==> config.mk <==
export PLATFORM = sky130hd
export DESIGN_NAME = smrls_ctrl
export DESIGN_NICKNAME = d
export VERILOG_FILES = /design/src/hw/rtl/smrls_pkg.sv /design/src/hw/rtl/smrls_ctrl.sv
export SDC_FILE = /design/constraint.sdc
export NUM_CORES = 1
export LEC_CHECK = 0
export ABC_AREA = 1
export ABC_CLOCK_PERIOD_IN_PS = 1350
export BUFFER_PORTS_ARGS = -buffer_cell sky130_fd_sc_hd__buf_2
export CAP_MARGIN = 20
export CORE_AREA = 10 10 47 49
export CTS_BUF_LIST = sky130_fd_sc_hd__clkbuf_8
export DETAILED_ROUTE_END_ITERATION = 8
export DIE_AREA = 0 0 57 59
export GPL_ROUTABILITY_DRIVEN = 0
export PLACE_DENSITY = 0.7
export REMOVE_ABC_BUFFERS = 1
export SETUP_SLACK_MARGIN = 0.02
export SYNTH_ARGS = -nofsm -noshare
export SYNTH_HDL_FRONTEND = slang
export SYNTH_SLANG_ARGS = --single-unit
==> constraint.sdc <==
create_clock -name clk_i -period 1.35 [get_ports clk_i]
set_input_delay 0.0675 -clock clk_i [delete_from_list [all_inputs] [get_ports clk_i]]
set_output_delay 0.0675 -clock clk_i [all_outputs]
set_load 0.05 [all_outputs]
==> src/hw/rtl/smrls_pkg.sv <==
`timescale 1ns / 1ps

package smrls_pkg;

  localparam int DEF_MAX_ROWS     = 16;
  localparam int DEF_MAX_COLS     = 16;
  localparam int DEF_ROW_CAPACITY = 8;
  localparam int DEF_VALUE_WIDTH  = 32;

  localparam int CFG_IDX_W  = 1;
  localparam int CFG_DATA_W = 5;

  localparam logic [CFG_IDX_W-1:0] CFG_ROWS_IN_USE = 1'd0;
  localparam logic [CFG_IDX_W-1:0] CFG_COLS_IN_USE = 1'd1;

  localparam logic [1:0] KIND_ADD    = 2'd0;
  localparam logic [1:0] KIND_REMOVE = 2'd1;
  localparam logic [1:0] KIND_GET    = 2'd2;
  localparam logic [1:0] KIND_NONE   = 2'd3;

  localparam logic [1:0] ST_OK        = 2'd0;
  localparam logic [1:0] ST_INDEX     = 2'd1;
  localparam logic [1:0] ST_NOT_FOUND = 2'd2;
  localparam logic [1:0] ST_FULL      = 2'd3;

  typedef struct packed {
    logic [1:0]         kind;
    logic [3:0]         row_index;
    logic [3:0]         col_index;
    logic signed [31:0] elem_value;
  } in_item_t;

  typedef struct packed {
    logic signed [31:0] read_value;
    logic [1:0]         status;
  } out_item_t;

  typedef struct packed {
    logic       latch_req;
    logic       clr_pos;
    logic       inc_pos;
    logic       rd_en;
    logic       rd_next;
    logic       append;
    logic       shift_wr;
    logic       fill_dec;
    logic       load_out;
    logic       take_value;
    logic [1:0] res_status;
  } cmd_t;

  typedef struct packed {
    logic [1:0] kind;
    logic       idx_ok;
    logic       full;
    logic       fill_zero;
    logic       match;
    logic       last_slot;
    logic       next_last;
  } sts_t;

endpackage

==> src/hw/rtl/smrls_ctrl.sv <==
`timescale 1ns / 1ps

module smrls_ctrl import smrls_pkg::*; (
  input  logic clk_i,
  input  logic rst_ni,
  input  logic in_valid_i,
  output logic in_stall_o,
  output logic out_valid_o,
  input  logic out_stall_i,
  input  sts_t sts_i,
  output cmd_t cmd_o
);

  typedef enum logic [2:0] {
    S_IDLE,
    S_EVAL,
    S_SCAN,
    S_CMP,
    S_SHIFT_RD,
    S_SHIFT_WR,
    S_DONE
  } state_e;

  state_e     state_q, state_d;
  logic       out_valid_q, out_valid_d;
  logic [1:0] res_status_q, res_status_d;
  logic       res_take_q, res_take_d;
  logic       miss_status_sel;
  logic [1:0] miss_status;

  assign miss_status_sel = (sts_i.kind == KIND_REMOVE);
  assign miss_status     = miss_status_sel ? ST_NOT_FOUND : ST_OK;

  always_comb begin
    state_d      = state_q;
    out_valid_d  = out_valid_q && out_stall_i;
    res_status_d = res_status_q;
    res_take_d   = res_take_q;
    cmd_o        = '0;
    cmd_o.res_status = res_status_q;
    cmd_o.take_value = res_take_q;

    unique case (state_q)
      S_IDLE: begin
        if (in_valid_i) begin
          cmd_o.latch_req = 1'b1;
          state_d         = S_EVAL;
        end
      end
      S_EVAL: begin
        res_take_d    = 1'b0;
        cmd_o.clr_pos = 1'b1;
        res_status_d  = ST_OK;
        state_d       = S_DONE;
        priority if (sts_i.kind == KIND_NONE) begin
          res_status_d = ST_OK;
        end else if (!sts_i.idx_ok) begin
          res_status_d = ST_INDEX;
        end else if (sts_i.kind == KIND_ADD) begin
          if (sts_i.full) begin
            res_status_d = ST_FULL;
          end else begin
            cmd_o.append = 1'b1;
          end
        end else if (sts_i.fill_zero) begin
          res_status_d = miss_status;
        end else begin
          state_d = S_SCAN;
        end
      end
      S_SCAN: begin
        cmd_o.rd_en = 1'b1;
        state_d     = S_CMP;
      end
      S_CMP: begin
        priority if (sts_i.match && sts_i.kind == KIND_GET) begin
          res_status_d = ST_OK;
          res_take_d   = 1'b1;
          state_d      = S_DONE;
        end else if (sts_i.match && sts_i.last_slot) begin
          res_status_d   = ST_OK;
          cmd_o.fill_dec = 1'b1;
          state_d        = S_DONE;
        end else if (sts_i.match) begin
          res_status_d = ST_OK;
          state_d      = S_SHIFT_RD;
        end else if (sts_i.last_slot) begin
          res_status_d = miss_status;
          state_d      = S_DONE;
        end else begin
          cmd_o.inc_pos = 1'b1;
          state_d       = S_SCAN;
        end
      end
      S_SHIFT_RD: begin
        cmd_o.rd_en   = 1'b1;
        cmd_o.rd_next = 1'b1;
        state_d       = S_SHIFT_WR;
      end
      S_SHIFT_WR: begin
        cmd_o.shift_wr = 1'b1;
        cmd_o.inc_pos  = 1'b1;
        if (sts_i.next_last) begin
          cmd_o.fill_dec = 1'b1;
          state_d        = S_DONE;
        end else begin
          state_d = S_SHIFT_RD;
        end
      end
      S_DONE: begin
        if (!out_valid_q || !out_stall_i) begin
          cmd_o.load_out = 1'b1;
          out_valid_d    = 1'b1;
          state_d        = S_IDLE;
        end
      end
      default: begin
        state_d = S_IDLE;
      end
    endcase
  end

  always_ff @(posedge clk_i or negedge rst_ni) begin
    if (!rst_ni) begin
      state_q      <= S_IDLE;
      out_valid_q  <= 1'b0;
      res_status_q <= ST_OK;
      res_take_q   <= 1'b0;
    end else begin
      state_q      <= state_d;
      out_valid_q  <= out_valid_d;
      res_status_q <= res_status_d;
      res_take_q   <= res_take_d;
    end
  end

  assign in_stall_o  = (state_q != S_IDLE);
  assign out_valid_o = out_valid_q;

  a_result_from_done: assert property (@(posedge clk_i) disable iff (!rst_ni)
    $rose(out_valid_q) |-> $past(state_q == S_DONE))
    else $error("Result became valid without finishing an item.");

  a_done_waits: assert property (@(posedge clk_i) disable iff (!rst_ni)
    (state_q == S_DONE && out_valid_q && out_stall_i) |=> (state_q == S_DONE))
    else $error("Finished item left while the output register was still occupied.");

  a_shift_order: assert property (@(posedge clk_i) disable iff (!rst_ni)
    (state_q == S_SHIFT_WR) |-> $past(state_q == S_SHIFT_RD))
    else $error("Compaction write without the preceding slot read.");

endmodule

# Word-level counts from Yosys, hierarchy flattened
# Index checks and enable logic that the tools add are counted.
[word_totals]
ff_bits = 7
inputBits = 12
out_inout_bits = 14
[op_classes]
eq_ne = 13
mux = 49
reduce_logical = 14
[op_table]
columns = ["operator", "n"]
rows = [
  ["two-way mux 3 bit", 10],
  ["two-way mux 1 bit", 23],
  ["two-way mux 2 bit", 11],
  ["one-hot mux 3 bit (7 select lines)", 1],
  ["== test 3 bit (second input constant)", 3],
  ["== test 3 x 2 -> 1 bit (second input constant)", 2],
  ["inequality test 2 bit (second input constant)", 3],
  ["one-hot mux 1 bit (2 select lines)", 3],
  ["AND reduction 2 bit", 3],
  ["inequality test 5 bit (second input constant)", 1],
  ["== test 2 bit (second input constant)", 2],
  ["one-hot mux 2 bit (2 select lines)", 1],
  ["== test 3 x 1 -> 1 bit (second input constant)", 1],
  ["logical AND 1 bit", 3],
  ["logical NOT 3 bit", 1],
  ["nonzero test 3 bit", 1],
  ["== test 2 x 1 -> 1 bit (second input constant)", 1],
  ["logical NOT 1 bit", 2],
  ["logical NOT 2 bit", 1],
  ["nonzero test 2 bit", 1],
  ["OR reduction 2 bit", 1],
  ["logical OR 1 bit", 1],
]

# Longest topological paths before layout
# Gate-level depths: netlist of run 1.
[logic_depth]
depth_word = 7
ltp_mapped = 7

# Worst setup path after synthesis of run 1
# Ideal clock, no wire load.
[synth_path]
path_type = "flip-flop to output port"
startpoint = "register state_q[1]"
endpoint = "output cmd_o[4] (netlist bit)"
t_arrival_ns = 1.902
t_required_ns = 1.283
setup_slack_ns = -0.620
path_stages_with_launch = 6
path_buffers = 0
path_cell_list = "dfrtp_1 -> inv_1 -> nand2_1 -> nor2_1 -> nand2_1 -> o21ai_1"
[synth_lines]
columns = ["item", "line_no", "rtl"]
rows = [
  ["start: declaration", "smrls_ctrl.sv:24", "state_e state_q, state_d;"],
  ["start signal: assignment", "smrls_ctrl.sv:130", "state_q <= state_d;"],
  ["end: declaration", "smrls_ctrl.sv:11", "output cmd_t cmd_o"],
]

==> results.tsv, run 1 <==
metric	value	unit
post-synthesis sequential area ratio	33.7	%
post-synthesis cell area	519	µm²
layout cells sized above 1	44.1	%
Hold Crit Class	input pin to flip-flop	
largest net degree at the start of global routing	8	
Power Total	0.00227	W
status	complete, but fails checks	
CTS Buf Count	3	
fin nets	124	
IO Count	26	
top post-synthesis cells by count	nand2_1 (21), inv_1 (10), nand3_1 (8), nor2_1 (8), dfrtp_1 (7)	
CTS clk-pin slew, worst paths	0.04	ns
Pleak	0.464	nW
Synth area leader	dfrtp_1	
chip height	59	µm
vias	600	
Max Buffers Root-to-Sink	2	
Starting Density	37.1	%
Core Area	0.00140	mm²
Synth top area share	33.7	%
Async S/R FF share, synth	100	%
worst-margin pin slew	0.268	ns
n_diodes	0	
Worst Clk Skew	0.000801	ns
CTS tree	yes	
CTS root buffer	clkbuf_8	
Via density	4.72	
Buffers on Ports	25	
crit end category	primary output	
Max Cap Viol	0	
first-pass GRT wire length	2280	µm
CP Data Required Time	1.28	ns
Routed Antenna Nets	0	
main flop type after synthesis	dfrtp_1	
Total Routing Usage GR	7.91	%
EDFF count, synth	0	
Reg2Reg Setup Slack	0.09	ns
Routed wire per std cell	11.1	µm
Clock Latency Late Sink	0.22	ns
Clock Sinks	7	
gr ovfl total	0	
post-synthesis sequential element count	7	
relative slew slack	82.0	%
# fillers	133	
Final Hold Viols	0	
crit path time final	1.37	ns
critical path peak fanout	6	
Post-route DRC	0	
critical path startpoint category	flip-flop	
vias in the first global route	556	
failing checks	negative setup slack	
Max VDD drop	1.43	mV
Area Growth Syn to Fin	56.6	%
RSZ-0062 raised after global routing	yes	
Setup WS pre-CTS	0.0740	ns
initial antenna violation count	0	
die area	0.00336	mm²
most numerous cell in the Yosys netlist	nand2_1	
final setup margin	-0.0179	ns
Fin Setup TNS	-0.0324	ns
Synth Warn #	0	
hpwl dp	1160	µm
Pwr Density	2790	mW/mm²
DR iter-0 viols	5	
Tcrit/Tclk final	101	%
Avg Inst Size Synth	6.66	µm²
Final Max Tran Viols	0	
CP Data Arrival Time	1.30	ns
fmax	731	MHz
H-tree Lvls	1	
synth unique cells	20	
row cnt	14	
drt total wl	1410	µm
cell count after synthesis	78	
chip width	57	µm
DRT Pass-1 Iters	5	
final setup fails	2	
Synth area leaders	dfrtp_1 (34%), nand2_1 (15%), nand3_1 (7.7%), inv_1 (7.2%), nor2_1 (5.8%)	
kind of critical path	flip-flop to primary output	
[state kept, by name (all words and copies together) (netlist names)]
register and cells:
out_valid_o 1, res_status_q 2, res_take_q 1, state_q 3
[final timing paths]
check	from	endpoint	depth (start not counted)
min in group asynchronous	rst_ni	out_valid_o$_DFF_PN0_	2
worst min register to register	res_take_q$_DFFE_PN0P_	res_take_q$_DFFE_PN0P_	2
worst min-delay path	out_stall_i	out_valid_o$_DFF_PN0_	3
worst max register to register	state_q[0]$_DFFE_PN0P_	res_status_q[1]$_DFFE_PN0P_	8
worst max-delay path	state_q[0]$_DFFE_PN0P_	cmd_o[6]	5
max in group asynchronous	rst_ni	state_q[1]$_DFFE_PN0P_	2
[cells by family (layout without fill, tap and decap cells)]
| group | after synthesis | in the layout | share of synthesized area [%] |
|---|---|---|---|
| AO/OA/AOI/OAI | 9 | 9 | 10.1 |
| buffers and inverters | 14 | 47 | 10.8 |
| AND/OR/NAND/NOR | 48 | 48 | 45.3 |
| flip-flops | 7 | 7 | 33.7 |
[layout by cell type, fill, tap and decap left out, drive strengths merged]
master / count
inv: 14
nor3: 2
dfrtp: 7
a31o: 1
clkbuf: 4
nand4: 2
o21ai: 7
dlygate4sd3: 1
a21oi: 1
buf: 28
nor2: 10
nand3: 9
nand2: 24
nor4: 1
[through the flow]
step | instance area, µm² | cells | utilization, % | hold WS [ns]
after floorplan | 512 | 77 | - | -0.228
after global placement | 664 | 119 | 47.4 | -0.0974
after detailed placement | 664 | 119 | 47.4 | -0.0992
after CTS | 772 | 125 | 55.1 | 0.0726
after global routing | 813 | 127 | 58.0 | 0.0937
final | 813 | 127 | 58.0 | 0.0761
[layout make-up]
class | count | area, µm² | share of cell area [%]
Tap cell | 16 | 20.0 | 2.46
Sequential cell | 7 | 178 | 21.8
Clock buffer | 3 | 41.3 | 5.08
Multi-Input combinational cell | 57 | 312 | 38.3
Inverter | 13 | 48.8 | 6.00
Clock inverter | 1 | 3.75 | 0.462
Timing Repair Buffer | 30 | 210 | 25.8
[where the power goes]
part | switching (W) | internal [W]
sequential | 0.000111 | 0.000322
combinational | 0.00108 | 0.000489
clock | 0.0000764 | 0.000195
[worst max-delay path, cell delays in order, from the launching register on]
cell     delay (ns)
dfrtp_1        0.40
inv_2          0.10
nor2_4         0.13
nand2_4        0.08
nor4_2         0.13
buf_4          0.23
[what timing repair did]
item | CTS | global route
hold endpoints to repair | 7 | 0
resized for setup | 16 | 11
hold buffers | 1 | 0
setup buffers | 1 | 2
endpoints found under the setup margin | 7 | 8
pin swaps | 2 | 2
[metal layers]
metal | share of wire, % | routed length (µm) | up-vias | track usage, %
met1 | 42 | 591 | 268 | 8.94
met3 | 5.8 | 82 | 0 | 2.58
li1 | - | - | 318 | -
met4 | 0 | 0 | 0 | 3.02
met5 | 0 | 0 | - | 0
met2 | 52 | 734 | 14 | 13.5
No activity file was read; power rests on OpenSTA's default activity.
==> inputs of run 2 (changes only) <==
- ABC_AREA: 1 -> unset
- BUFFER_PORTS_ARGS: -buffer_cell sky130_fd_sc_hd__buf_2 -> unset
- DONT_BUFFER_PORTS: unset -> 1
- PLACE_DENSITY: 0.7 -> unset
==> results.tsv, run 2 <==
metric	value	unit	change
status	complete, but fails checks		
failing checks	negative setup slack		
worst setup path startpoint	state_q[1]$_DFFE_PN0P_		
fmax	667	MHz	-8.8%
top post-synthesis cells by count	dfrtp_1 (7), nand2_1 (7), nor2_1 (7), a21oi_1 (5)		
vias	554		-7.7%
Power Total	0.00283	W	+25%
Total Routing Usage GR	9.36	%	+1.5 points
Biggest register	state_q		
Synth area leader	dfrtp_1		
kind of critical path	flip-flop to primary output		
worst-margin pin slew	0.338	ns	+0.0697 ns
Synth area leaders	dfrtp_1 (35%), nand2_1 (5.2%), nor2_1 (5.2%), a21oi_1 (5.0%), nor3b_1 (4.5%)		
CP Data Required Time	1.28	ns	about the same
layout cells sized above 1	60.0	%	+16 points
Avg Inst Size Synth	8.42	µm²	+27%
Tcrit/Tclk final	111	%	+9.7 points
Pint	0.00144	W	+43%
Worst R2R End	res_status_q[0]$_DFFE_PN0P_		
Worst Clk Skew	0.00493	ns	+0.00413 ns
IO Count	26		unchanged
post-synthesis sequential area ratio	34.7	%	+0.92 points
Net Sw Power	0.00139	W	+10%
relative slew slack	77.4	%	-4.6 points
Pleak	0.432	nW	-6.8%
worst hold slack	0.00477	ns	-0.0713 ns
crit path time final	1.50	ns	+0.131 ns
first-pass GRT wire length	2550	µm	+12%
DRT Pass-1 Iters	4		-1
hpwl dp	1230	µm	+6.4%
Post-Place Cells	91		-24%
row cnt	14		unchanged
final setup margin	-0.149	ns	-0.131 ns
Max Buffers Root-to-Sink	2		unchanged
Post-route DRC	0		unchanged
Largest regs	state_q x3, res_status_q x2		
CTS root buffer	clkbuf_8		
Max Cap Viol	0		unchanged
most common cell after layout, fill and taps aside	buf_4		
post-synthesis cell area	505	µm²	-2.7%
post-synthesis sequential element count	7		unchanged
critical path startpoint category	flip-flop		
Routed wire per std cell	16.6	µm	+50%
die area	0.00336	mm²	unchanged
CTS tree	yes		
Async S/R FF share, synth	100	%	unchanged
clock share of power	10.2	%	-1.8 points
Sw Ratio	49.2	%	-6.5 points
worst r2r src	state_q[1]$_DFFE_PN0P_		
cell count after synthesis	60		-23%
CP Data Arrival Time	1.43	ns	+0.13 ns
gr ovfl total	0		unchanged
max reg flops	3		unchanged
vias in the first global route	568		+2.2%
n_diodes	0		unchanged
cell depth of the worst flop-to-flop path	4		-4
commonest cells after routing, fill and taps aside	buf_4 (13), buf_6 (11), dfrtp_1 (5)		
Seq pwr share	15.2	%	-3.9 points
synth unique cells	31		+55%
Clock Latency Late Sink	0.23	ns	about the same
Routed Antenna Nets	0		unchanged
H-tree Lvls	1		unchanged
Pwr Density	2960	mW/mm²	+5.9%
chip height	59	µm	unchanged
Synth top area share	34.7	%	+0.92 points
Buffers on Ports	0		-100%
Via density	5.23		+11%
Final Max Tran Viols	0		unchanged
Core Area	0.00140	mm²	unchanged
Final Hold Viols	0		unchanged
Starting Density	36.1	%	-0.98 points
CTS clk-pin slew, worst paths	0.04	ns	about the same
DR iter-0 viols	3		-2
Worst Setup EP	cmd_o[4]		
Max VDD drop	1.53	mV	+6.6%
Area Growth Syn to Fin	89.6	%	
Hold Crit Class	input pin to flip-flop		
chip width	57	µm	unchanged
RSZ-0062 raised after global routing	yes		
critical path peak fanout	4		-2
CTS Buf Count	3		unchanged
Synth Warn #	0		unchanged
Reg2Reg Setup Slack	-0.05	ns	-0.14 ns
crit end category	primary output		
Clock Sinks	7		unchanged
drt total wl	1760	µm	+25%
final setup fails	7		+5
EDFF count, synth	0		unchanged
Finished Layout Cells	106		-17%
largest net degree at the start of global routing	8		unchanged
main flop type after synthesis	dfrtp_1		
Combinational Power Share	74.5	%	+5.6 points
Setup WS pre-CTS	0.0406	ns	-0.0335 ns
initial antenna violation count	0		unchanged
fin nets	103		-17%
run 2: area by class of cell:
cell class / instances / area, µm²
well taps: 16 / 20.0
clock inverters: 1 / 3.75
fillers: 99 / 443
inverters: 3 / 11.3
flip-flops and latches: 7 / 178
multi-input cells: 45 / 383
clock buffers: 3 / 41.3
repair buffers: 31 / 322
run 2: routing by layer:
metal  GRT usage (%)  part of all wire, %  up-vias
li1                -                    -      271
met1            9.59                   36      251
met2            14.7                   49       27
met3            5.36                   13        5
met4            5.37                  2.0        0
met5               0                    0        -
run 2: kinds of logic after synthesis:
logic type,Yosys count,synth area share [%]
xor gates and xnor gates,1,1.73
buffers and inverters,8,9.16
DFF,7,34.7
AOI/OAI and AO/OA,15,21.8
muxes,2,4.21
and+or+nand+nor,27,28.5
run 2: timing repair:
action | in CTS | in global routing
gates cloned | 0 | 0
endpoints found under the hold margin | 10 | 0
gates resized for setup | 4 | 30
setup buffers | 2 | 5
hold buffers | 4 | 0
setup endpoints to repair | 7 | 11
pin swaps | 4 | 11
run 2: power by group through the flow:
stage          logic (W)  registers (W)  clock network, W
3_3_place_gp     0.00154       0.000409                 0
5_1_grt          0.00224       0.000449          0.000309
6_report         0.00211       0.000432          0.000290
2_1_floorplan   0.000733       0.000638                 0
3_5_place_dp     0.00155       0.000414                 0
4_1_cts          0.00164       0.000408          0.000294
run 2: critical path: stages, from the launching register on:
cell,delay [ns]
dfrtp_2,0.44
and3b_2,0.23
nand2_2,0.07
nor2_2,0.04
a22o_1,0.26
buf_12,0.16
run 2: worst min path at each step:
| stage | cells after the start | start | slack (ns) | to |
|---|---|---|---|---|
| 6_report | 1 | sts_i[2] | 0.005 | res_take_q$_DFFE_PN0P_ |
| 5_1_grt | 1 | sts_i[2] | 0.009 | res_take_q$_DFFE_PN0P_ |
| 4_1_cts | 1 | sts_i[2] | 0.004 | res_take_q$_DFFE_PN0P_ |
| 3_5_place_dp | 0 | rst_ni | -0.23 | res_status_q[0]$_DFFE_PN0P_ |
| 3_3_place_gp | 0 | rst_ni | -0.23 | res_status_q[1]$_DFFE_PN0P_ |
| 2_1_floorplan | 0 | rst_ni | -0.23 | out_valid_o$_DFF_PN0_ |
run 2: metrics by stage:
| step | util, % | instance area [µm²] | TNS (ns) |
|---|---|---|---|
| CTS | 57.1 | 800 | -0.349 |
| global placement | 49.2 | 689 | 0 |
| floorplan | - | 470 | -3.17 |
| detailed placement | 49.2 | 689 | 0 |
| global route | 68.4 | 958 | -1.03 |
| finish | 68.4 | 958 | -0.603 |
